===== config.mk =====
export PLATFORM = sky130hd
export DESIGN_NAME = lifo_stack_with_search_core
export DESIGN_NICKNAME = d
export VERILOG_FILES = /design/src/rtl/lsws_pkg.sv /design/src/rtl/lifo_stack_with_search_core.sv /design/src/rtl/lsws_ram.sv /design/src/rtl/lsws_front.sv /design/src/rtl/lsws_back.sv
export SDC_FILE = /design/constraint.sdc
export NUM_CORES = 1
export LEC_CHECK = 0
export BUFFER_PORTS_ARGS = -buffer_cell sky130_fd_sc_hd__buf_2
export CAP_MARGIN = 5
export CORE_UTILIZATION = 45
export DETAILED_ROUTE_END_ITERATION = 10
export SYNTH_ARGS = -nofsm -noshare
export SYNTH_HDL_FRONTEND = slang
export SYNTH_SLANG_ARGS = --single-unit

===== constraint.sdc =====
create_clock -name clk -period 6.7 [get_ports clk]
set_clock_uncertainty 0.2 [all_clocks]
set_input_delay 0.335 -clock clk [delete_from_list [all_inputs] [get_ports clk]]
set_output_delay 0.335 -clock clk [all_outputs]
set_load 0.01 [all_outputs]

===== src/rtl/lsws_pkg.sv =====
package lsws_pkg;

  localparam int unsigned WordWidth  = 32;
  localparam int unsigned CountWidth = 5;

  localparam logic [1:0] REQ_PUSH   = 2'd0;
  localparam logic [1:0] REQ_POP    = 2'd1;
  localparam logic [1:0] REQ_SEARCH = 2'd2;

  localparam logic [1:0] ST_OK        = 2'd0;
  localparam logic [1:0] ST_POP_EMPTY = 2'd1;
  localparam logic [1:0] ST_PUSH_FULL = 2'd2;

  typedef enum logic [1:0] {
    OP_PUSH,
    OP_POP,
    OP_SEARCH,
    OP_NOP
  } op_t;

  typedef enum logic [1:0] {
    BK_IDLE,
    BK_POP_WAIT,
    BK_SCAN
  } bk_state_t;

  typedef struct packed {
    op_t                  op;
    logic [WordWidth-1:0] value;
  } q_item_t;

  typedef struct packed {
    logic    valid;
    q_item_t item;
  } q_if_t;

endpackage


===== src/rtl/lifo_stack_with_search_core.sv =====
// channel  direction  handshake             payload
// in       input      in_valid / in_ready   req_type, value
// out      output     out_valid / out_ready status, removed_value, found, is_empty,
//                                           top_value, entry_count
//
// push, error cases, undefined requests and a pop down to empty finish straight from idle in the
// back end; a pop that leaves entries also passes through BK_POP_WAIT (stack ram read of the new top)
// a search scans entries from the bottom, one ram read a cycle, until a hit or the top entry
// the back end starts the next item only once the result is taken and out_valid has dropped
// a two-item queue takes input while the result register waits on out_ready
// rst is synchronous; the stack ram needs no clearing pass
module lifo_stack_with_search_core
  import lsws_pkg::*;
#(
  parameter int unsigned STACK_DEPTH = 16
) (
  input  logic                        clk,
  input  logic                        rst,
  input  logic                        in_valid,
  output logic                        in_ready,
  input  logic [1:0]                  req_type,
  input  logic signed [WordWidth-1:0] value,
  output logic                        out_valid,
  input  logic                        out_ready,
  output logic [1:0]                  status,
  output logic signed [WordWidth-1:0] removed_value,
  output logic                        found,
  output logic                        is_empty,
  output logic signed [WordWidth-1:0] top_value,
  output logic [CountWidth-1:0]       entry_count
);

  q_if_t q;
  logic  take;

  lsws_front u_front (
    .clk     (clk),
    .rst     (rst),
    .in_valid(in_valid),
    .in_ready(in_ready),
    .req_type(req_type),
    .value   (value),
    .q       (q),
    .take    (take)
  );

  lsws_back #(
    .STACK_DEPTH(STACK_DEPTH)
  ) u_back (
    .clk          (clk),
    .rst          (rst),
    .q            (q),
    .take         (take),
    .out_valid    (out_valid),
    .out_ready    (out_ready),
    .status       (status),
    .removed_value(removed_value),
    .found        (found),
    .is_empty     (is_empty),
    .top_value    (top_value),
    .entry_count  (entry_count)
  );

  a_pop_empty: assert property (@(posedge clk) disable iff (rst)
    out_valid && (status == ST_POP_EMPTY) |-> is_empty && (removed_value == '0))
    else $error("pop error reported on a non-empty stack");

  a_found_nonempty: assert property (@(posedge clk) disable iff (rst)
    out_valid && found |-> !is_empty && (status == ST_OK))
    else $error("search hit on an empty stack");

  a_take_valid: assert property (@(posedge clk) disable iff (rst)
    take |-> q.valid)
    else $error("back end took an item from an empty queue");

  a_full_queue: assert property (@(posedge clk) disable iff (rst)
    !in_ready |-> q.valid)
    else $error("input stalled with an empty queue");

endmodule


===== src/rtl/lsws_ram.sv =====
module lsws_ram #(
  parameter int unsigned WIDTH = 32,
  parameter int unsigned DEPTH = 16
) (
  input  logic                     clk,
  input  logic                     we,
  input  logic [$clog2(DEPTH)-1:0] waddr,
  input  logic [WIDTH-1:0]         wdata,
  input  logic [$clog2(DEPTH)-1:0] raddr,
  output logic [WIDTH-1:0]         rdata
);

  logic [WIDTH-1:0] mem [DEPTH];

  always_ff @(posedge clk) begin
    if (we) begin
      mem[waddr] <= wdata;
    end
    rdata <= mem[raddr];
  end

endmodule


===== src/rtl/lsws_front.sv =====
module lsws_front
  import lsws_pkg::*;
(
  input  logic                        clk,
  input  logic                        rst,
  input  logic                        in_valid,
  output logic                        in_ready,
  input  logic [1:0]                  req_type,
  input  logic signed [WordWidth-1:0] value,
  output q_if_t                       q,
  input  logic                        take
);

  q_item_t    slots [2];
  logic       rd_ptr;
  logic       wr_ptr;
  logic [1:0] count;
  op_t        op_class;
  logic       push;

  always_comb begin
    case (req_type)
      REQ_PUSH:   op_class = OP_PUSH;
      REQ_POP:    op_class = OP_POP;
      REQ_SEARCH: op_class = OP_SEARCH;
      default:    op_class = OP_NOP;
    endcase
  end

  assign in_ready     = (count != 2'd2);
  assign push         = in_valid && in_ready;
  assign q.valid      = (count != 2'd0);
  assign q.item       = slots[rd_ptr];

  always_ff @(posedge clk) begin
    if (push) begin
      slots[wr_ptr].op    <= op_class;
      slots[wr_ptr].value <= value;
    end
  end

  always_ff @(posedge clk) begin
    if (rst) begin
      rd_ptr <= 1'b0;
      wr_ptr <= 1'b0;
      count  <= 2'd0;
    end else begin
      if (push) begin
        wr_ptr <= ~wr_ptr;
      end
      if (take) begin
        rd_ptr <= ~rd_ptr;
      end
      case ({push, take})
        2'b10:   count <= count + 2'd1;
        2'b01:   count <= count - 2'd1;
        default: count <= count;
      endcase
    end
  end

endmodule


===== src/rtl/lsws_back.sv =====
module lsws_back
  import lsws_pkg::*;
#(
  parameter int unsigned STACK_DEPTH = 16
) (
  input  logic                         clk,
  input  logic                         rst,
  input  q_if_t                        q,
  output logic                         take,
  output logic                         out_valid,
  input  logic                         out_ready,
  output logic [1:0]                   status,
  output logic signed [WordWidth-1:0]  removed_value,
  output logic                         found,
  output logic                         is_empty,
  output logic signed [WordWidth-1:0]  top_value,
  output logic [CountWidth-1:0]        entry_count
);

  localparam int unsigned AW = $clog2(STACK_DEPTH);
  localparam int unsigned FW = $clog2(STACK_DEPTH + 1);
  localparam logic [FW-1:0] FULL = FW'(STACK_DEPTH);

  bk_state_t            state;
  bk_state_t            state_next;
  logic [FW-1:0]        fill;
  logic [FW-1:0]        fill_next;
  logic [WordWidth-1:0] top;
  logic [WordWidth-1:0] top_next;
  logic [WordWidth-1:0] key;
  logic [WordWidth-1:0] key_next;
  logic [AW-1:0]        scan_idx;
  logic [AW-1:0]        scan_idx_next;
  logic [1:0]           status_next;
  logic [WordWidth-1:0] removed_next;
  logic                 found_next;
  logic                 emit;
  logic                 start;
  logic                 mem_we;
  logic [AW-1:0]        rd_addr;
  logic [WordWidth-1:0] rdata;
  logic                 hit;
  logic                 last;

  lsws_ram #(
    .WIDTH(WordWidth),
    .DEPTH(STACK_DEPTH)
  ) u_ram (
    .clk  (clk),
    .we   (mem_we),
    .waddr(AW'(fill)),
    .wdata(q.item.value),
    .raddr(rd_addr),
    .rdata(rdata)
  );

  assign start = (state == BK_IDLE) && q.valid && !out_valid;
  assign hit   = (rdata == key);
  assign last  = (FW'(scan_idx) == (fill - FW'(1)));

  // next state
  always_comb begin
    state_next = state;
    case (state)
      BK_IDLE: begin
        if (start) begin
          case (q.item.op)
            OP_POP: begin
              if (fill > FW'(1)) begin
                state_next = BK_POP_WAIT;
              end
            end
            OP_SEARCH: begin
              if (fill != '0) begin
                state_next = BK_SCAN;
              end
            end
            default: state_next = BK_IDLE;
          endcase
        end
      end
      BK_POP_WAIT: state_next = BK_IDLE;
      BK_SCAN: begin
        if (hit || last) begin
          state_next = BK_IDLE;
        end
      end
      default: state_next = BK_IDLE;
    endcase
  end

  // outputs and datapath
  always_comb begin
    take          = 1'b0;
    emit          = 1'b0;
    mem_we        = 1'b0;
    rd_addr       = '0;
    fill_next     = fill;
    top_next      = top;
    key_next      = key;
    scan_idx_next = scan_idx;
    status_next   = status;
    removed_next  = removed_value;
    found_next    = found;
    case (state)
      BK_IDLE: begin
        if (start) begin
          take         = 1'b1;
          key_next     = q.item.value;
          status_next  = ST_OK;
          removed_next = '0;
          found_next   = 1'b0;
          case (q.item.op)
            OP_PUSH: begin
              emit = 1'b1;
              if (fill == FULL) begin
                status_next = ST_PUSH_FULL;
              end else begin
                mem_we    = 1'b1;
                fill_next = fill + FW'(1);
                top_next  = q.item.value;
              end
            end
            OP_POP: begin
              if (fill == '0) begin
                status_next = ST_POP_EMPTY;
                emit        = 1'b1;
              end else begin
                removed_next = top;
                fill_next    = fill - FW'(1);
                if (fill == FW'(1)) begin
                  top_next = '0;
                  emit     = 1'b1;
                end else begin
                  rd_addr = AW'(fill - FW'(2));
                end
              end
            end
            OP_SEARCH: begin
              if (fill == '0) begin
                emit = 1'b1;
              end else begin
                rd_addr       = '0;
                scan_idx_next = '0;
              end
            end
            default: emit = 1'b1;
          endcase
        end
      end
      BK_POP_WAIT: begin
        top_next = rdata;
        emit     = 1'b1;
      end
      BK_SCAN: begin
        if (hit) begin
          found_next = 1'b1;
          emit       = 1'b1;
        end else if (last) begin
          emit = 1'b1;
        end else begin
          scan_idx_next = scan_idx + AW'(1);
          rd_addr       = scan_idx + AW'(1);
        end
      end
      default: begin
        emit = 1'b0;
      end
    endcase
  end

  always_ff @(posedge clk) begin
    if (rst) begin
      state     <= BK_IDLE;
      fill      <= '0;
      top       <= '0;
      out_valid <= 1'b0;
    end else begin
      state <= state_next;
      fill  <= fill_next;
      top   <= top_next;
      if (emit) begin
        out_valid <= 1'b1;
      end else if (out_ready) begin
        out_valid <= 1'b0;
      end
    end
  end

  always_ff @(posedge clk) begin
    key           <= key_next;
    scan_idx      <= scan_idx_next;
    status        <= status_next;
    removed_value <= removed_next;
    found         <= found_next;
  end

  assign is_empty    = (fill == '0);
  assign top_value   = top;
  assign entry_count = CountWidth'(fill);

endmodule

==> impl_metrics.csv, run 1 <==
group,metric,value,unit
cts,insertion_delay,0.62,ns
cts,clock_sinks,728,
worst_setup_path,slowest_stage,"nor2_2",
min_path,hold_depth,2,
synthesis,yosysUniqueCellTypes,62,
sta,tightestPinTransition,1.341,ns
worst_setup_path,required,6.99,ns
cells_and_area,n_fill_cell,5091,
worst_setup_path,slowest_delay,1.14,ns
cts,root_buffer,"clkbuf_16",
cts,cts.clk_slew.worst_paths,0.06,ns
worst_setup_path,crit_path_max_fanout,59,
worst_setup_path,cpMostUsedCell,"o211ai_2",
sta,hold_violations,0,
synthesis,syn_area,28270,um^2
worst_setup_path,path_class,"reg2reg",
die,rows,91,
worst_setup_path,r2r-end,"u_back.u_ram.rdata[25]",
cells_and_area,num_antenna_cells,0,
min_path,hold_path_end,"u_front.slots[0][24]",
min_path,hp-class,"in2reg",
worst_setup_path,setup.worst_path.end_class,"flip-flop",
synthesis,syn_nets,1751,
global_route,grt-ovfl-total,0,
cells_and_area,layout_common_cells,"651 x edfxtp_1, 189 x mux2i_1, 112 x buf_2",
power,p_clk_share,30.2,%
cells_and_area,synthToLayoutAreaGrowth,15.34,%
worst_setup_path,r2r_slack,1.60,ns
synthesis,ys_ff_latch,728,
sta,rsz0062_at_grt,"false",
global_route,busiest_layer,"met2",
synthesis,syn_inst,1700,
sta,fin_crit_sh,76.12,%
die,core,61940,um^2
sta,setup_tns,0,ns
die,ios,113,
synthesis,async_flop_share,0,%
cells_and_area,mostFrequentLayoutCell,"edfxtp_1",
detailed_routing,antenna_left,0,
cts,cts_tree,"yes",
synthesis,yosysSeqAreaShare,74.59,%
synthesis,syn_avg_cell_area,16.63,um^2
power,p_int,9.352,mW
place,numPortBuffers,112,
synthesis,synth_flop_cell,"edfxtp_1",
global_route,track_usage,23.22,%
cts,numCtsBuffers,76,
power,power.share.switching,31.56,%
global_route,grt_pass1_vias,15920,
worst_setup_path,r2r_start,"u_back.entry_count[2]",
worst_setup_path,critical_path_buf_inv_count,2,
power,p_leak,10.91,nW
detailed_routing,drt-total-wl,73590,um
worst_setup_path,cp_cell_sequence,"clkinv_1, ha_1, a21boi_1, xnor2_1, o211ai_2, o211ai_2, nand2_4, nor2_2, buf_4, a32oi_1, a221o_1",
cts,h-tree-depth,3,
die,initial_core_util,45.65,%
cts,clock_path_buffers,3,
power,pwr-share-seq,45.3,%
global_route,grt_max_degree,89,
detailed_routing,vias,16080,
detailed_routing,drc,0,
sta,maxSlewViolCount,0,
sta,fmax,196.1,MHz
global_route,grt.met2_usage,37.76,%
global_route,global_route.usage.met3,4.274,%
power,powerDensity,419.0,nW/um^2
die,die_area,63840,um^2
global_route,use_met1,31.47,%
power,p_comb_share,24.5,%
flow_run,drv_cap,0,
cells_and_area,fin_nets,1903,
place,dp.final_hpwl,39890,um
sta,max-slew-margin-rel,10.63,%
worst_setup_path,cp_num_cells,11,
synthesis,synth_edf_count,651,
outcome,outcome,"finished clean",
detailed_routing,drt_first_pass_iters,6,
die,chipHeight,252.7,um
die,die_x,252.7,um
min_path,min-delay-start,"value[24]",
sta,fin_crit,5.100,ns
detailed_routing,vias_per_cell,5.841,
sta,timing.hold.ws,0.2337,ns
worst_setup_path,crit_family,"simple AND/OR/NAND/NOR gates",
detailed_routing,wire_per_inst,26.73,um
global_route,grt_pass1_wl,106700,um
worst_setup_path,critPathLaunchType,"flip-flop",
power,p_switching,4.313,mW
global_route,grt_antenna_before_repair,1,
cells_and_area,drive_above_1_share,17.64,%
power,ir_drop,258.0,uV
detailed_routing,initialDrtViolationCount,1595,
sta,final-setup-viol-count,0,
synthesis,ys_warn_count,0,
cts,post_cts_buffers,0,
worst_setup_path,cp.arrival,5.39,ns
worst_setup_path,reg2reg_depth,11,
place,gp_congestion,0.7972,
-- power by group through the flow --
stage	Sequential, mW	Clock, mW	Combinational [mW]
CTS	6.19	4.18	3.35
finish	6.19	4.12	3.35
global placement	6.27	0	3.28
detailed placement	6.29	0	3.32
floorplan	6.23	0	2.06
global route	6.24	4.35	3.59
-- metrics by stage --
| stage | area [um^2] | total power, mW | util, % | instances | worst slack [ns] |
|---|---|---|---|---|---|
| 2_1_floorplan | 28270 | 8.291 | - | 1700 | 0.4113 |
| 3_3_place_gp | 29810 | 9.554 | 48.13 | 2575 | 1.653 |
| 3_5_place_dp | 29810 | 9.611 | 48.13 | 2575 | 1.659 |
| 4_1_cts | 32610 | 13.73 | 52.65 | 2753 | 1.640 |
| 5_1_grt | 32610 | 14.18 | 52.65 | 2753 | 1.314 |
| 6_report | 32610 | 13.67 | 52.65 | 2753 | 1.600 |
-- registers in the layout (all words and copies together), names as in the netlist, 4 cells and up, named ones only --
signal	flops
u_back.entry_count	5
u_back.u_ram.rdata	32
u_back.u_ram.mem	512
u_front.slots	68
u_back.scan_idx	4
u_back.key	32
u_back.top_value	32
u_back.removed_value	32
-- synthesized netlist by cell type, types with 36 or more instances --
library cell	instances	area (um^2)
edfxtp_1	651	19550
mux2i_1	189	1892
nand2_1	79	296.5
dfxtp_1	77	1541
nor2_1	70	262.8
a211oi_1	67	503.0
nand3_1	64	320.3
a32oi_1	62	543.0
buf_2	49	245.2
clkbuf_1	40	150.1
xor2_1	37	324.1
and3_1	36	225.2
-- logic make-up (layout without fill, tap and decap cells) --
group           after synthesis  in the layout  share of synthesized area, %
fa+ha+maj                    13             13                        0.5753
flops                       728            728                         74.59
compound gates              265            265                         7.917
buf+inv                     124            340                         2.288
mux                         221            221                         7.966
xor+xnor                     47             47                         1.456
simple gates                302            302                         5.204
-- per-layer routing --
metal / part of all wire, % / vias to the layer above
met2: 48 / 634
met5: 0 / -
li1: - / 7094
met4: 2.6 / 0
met3: 7.2 / 124
met1: 42 / 8229
-- how the worst max path moves through the flow --
stage                               start                endpoint  slack (ns)
finish              u_back.entry_count[2]  u_back.u_ram.rdata[25]        1.60
global route        u_back.entry_count[2]  u_back.u_ram.rdata[28]        1.31
CTS                             flip-flop    u_back.top_value[19]        1.64
detailed placement              flip-flop    u_back.top_value[19]        1.66
global placement           u_back.key[22]   u_back.u_ram.rdata[4]        1.65
floorplan                 u_back.state[1]  u_back.u_ram.mem[0][0]        0.41
-- final cells by class --
type | count | area, um^2 | area share, %
clock buffer | 111 | 2157 | 6.614
clock inverter | 31 | 285.3 | 0.8748
inverter | 9 | 33.78 | 0.1036
multi-input combinational | 848 | 6743 | 20.68
sequential | 728 | 21090 | 64.68
tap | 837 | 1047 | 3.211
timing repair buffer | 189 | 1254 | 3.844
-- repair_timing --
item / CTS / global route
hold endpoints to repair: 70 / 0
hold buffers: 36 / 0
gates resized for setup: 0 / 0
Note: power is estimated with default switching activity, not from simulation.
==> run 2: changes to the inputs <==
Clock period 6.7 ns to 4.3 ns, I/O delays scaled along.
==> impl_metrics.csv, run 2 (synthesis results as in run 1) <==
group,metric,value,unit
outcome,outcome,"finished clean",
cts,h-tree-depth,3,
flow_run,drv_cap,0,
detailed_routing,initialDrtViolationCount,1483,
worst_setup_path,critPathLaunchType,"flip-flop",
cells_and_area,mostFrequentLayoutCell,"edfxtp_1",
global_route,track_usage,22.61,%
sta,rsz0062_at_grt,"false",
worst_setup_path,r2r_slack,0.41,ns
place,gp_congestion,0.8134,
cts,cts.clk_slew.worst_paths,0.06,ns
detailed_routing,vias,16040,
cells_and_area,largest_register_ffs,512,
cts,clock_path_buffers,3,
die,ios,113,
cts,root_buffer,"clkbuf_16",
cells_and_area,drive_above_1_share,18.99,%
sta,hold_violations,0,
power,p_leak,11.08,nW
cts,cts_tree,"yes",
cells_and_area,synthToLayoutAreaGrowth,16.68,%
die,initial_core_util,45.65,%
worst_setup_path,critPathLaunch,"u_back.entry_count[1]",
worst_setup_path,path_class,"reg2reg",
die,chipHeight,252.7,um
worst_setup_path,reg2reg_depth,12,
worst_setup_path,required,4.59,ns
die,rows,91,
place,placedInstanceArea,30110,um^2
worst_setup_path,cp.arrival,4.18,ns
power,powerDensity,651.1,nW/um^2
power,ir_drop,456.2,uV
cells_and_area,fin_util,53.26,%
detailed_routing,vias_per_cell,5.781,
detailed_routing,drt_first_pass_iters,6,
global_route,grt_max_degree,74,
die,core,61940,um^2
worst_setup_path,setup.worst_path.end_class,"flip-flop",
place,numPortBuffers,112,
worst_setup_path,crit_path_max_fanout,39,
worst_setup_path,r2r-end,"u_back.u_ram.rdata[14]",
place,dp.final_hpwl,41990,um
worst_setup_path,r2r_start,"u_back.entry_count[1]",
detailed_routing,wire_per_inst,25.79,um
sta,maxSlewViolCount,0,
cts,clock_sinks,728,
cells_and_area,num_antenna_cells,0,
cells_and_area,fin_nets,1927,
detailed_routing,antenna_left,0,
sta,max-slew-margin-rel,13.94,%
cells_and_area,top_regs,"u_back.u_ram.mem (512), u_front.slots (68)",
sta,tightestPinTransition,1.288,ns
cells_and_area,final_area,32990,um^2
detailed_routing,drt-total-wl,71570,um
cts,insertion_delay,0.61,ns
detailed_routing,drc,0,
sta,fin_crit_sh,90.50,%
global_route,grt_pass1_wl,105100,um
cells_and_area,layout_common_cells,"651 x edfxtp_1, 189 x mux2i_1, 112 x buf_2",
min_path,hp-class,"in2reg",
sta,final-setup-viol-count,0,
global_route,grt_antenna_before_repair,1,
die,die_x,252.7,um
sta,fmax,257.0,MHz
global_route,grt_pass1_vias,16020,
cells_and_area,max_flop_register,"u_back.u_ram.mem",
sta,fin_crit,3.892,ns
global_route,grt-ovfl-total,0,
cts,ctsResizeCount,0,
cts,numCtsBuffers,77,
die,die_area,63840,um^2
worst_setup_path,cp-endpoint,"u_back.u_ram.rdata[14]",
## run 2: cell types whose count changed in the layout (fill, tap and decap cells not counted), moves of 2 or more
cell       delta
buf_4        +15
bufinv_16     +2
buf_12        +8
clkinv_1      -4
nor3_2        -4
clkbuf_8      +5
nor3_4        +4
clkbuf_1      -3
## run 2: routing by layer
metal / GRT usage (%) / wire [um] / up-vias
li1: - / - / 7123
met1: 30.01 / 29930 / 8168
met2: 36.87 / 34170 / 617
met3: 4.624 / 5107 / 133
met4: 8.087 / 2355 / 0
met5: 0 / 0 / -
## run 2: report_power, final
| part | internal, mW | switching, mW | leakage (nW) |
|---|---|---|---|
| Clock | 3.91 | 2.66 | 1.24 |
| Combinational | 1.79 | 3.51 | 3.29 |
| Sequential | 9.11 | 0.493 | 6.55 |
| Total | 14.8 | 6.67 | 11.1 |
## run 2: worst max-delay path, stage by stage, from the launching register on
cell      delay, ns
dfxtp_1        0.36
inv_1          0.20
ha_1           0.46
or2_2          0.19
a21oi_1        0.08
o211ai_2       0.40
o211ai_2       0.25
and2_4         0.22
buf_12         0.19
nor2_2         0.12
buf_4          0.53
a32oi_1        0.20
a221o_1        0.35
## run 2: worst min-delay path by stage
stage | start | to | slack (ns) | cells after the start
final | rst | u_back.top_value[0] | 0.04 | 3
after detailed placement | value[1] | u_front.slots[1][1] | 0.21 | 1
after global placement | value[24] | u_front.slots[1][24] | 0.20 | 1
after CTS | rst | u_back.top_value[10] | 0.007 | 3
after global routing | rst | u_back.top_value[22] | 0.03 | 3
after floorplan | value[0] | u_front.slots[0][0] | 0.11 | 0
## run 2: area by class of cell
type | instances | area, um^2
Sequential cell | 728 | 21090
Clock inverter | 29 | 331.6
Tap cell | 837 | 1047
Clock buffer | 112 | 2190
Multi-Input combinational cell | 848 | 6770
Fill cell | 5076 | 28950
Inverter | 9 | 33.78
Timing Repair Buffer | 212 | 1526
## run 2: what timing repair did
item	4_1_cts	5_1_grt
setup buffers	0	0
endpoints found under the hold margin	70	0
hold buffers	36	0
endpoints found under the setup margin	0	0
## run 2: per-stage QoR
stage               setup slack, ns  total power [mW]  hold WS, ns  cells  TNS, ns
global placement             0.6130             14.89       0.2033   2598        0
finish                       0.4083             21.48      0.03951   2775        0
CTS                          0.4656             21.64     0.007176   2775        0
global route                 0.2011             22.34      0.03313   2775        0
detailed placement           0.4991             15.03       0.2070   2598        0
floorplan                   -0.6898             12.94       0.1139   1700  -331.59
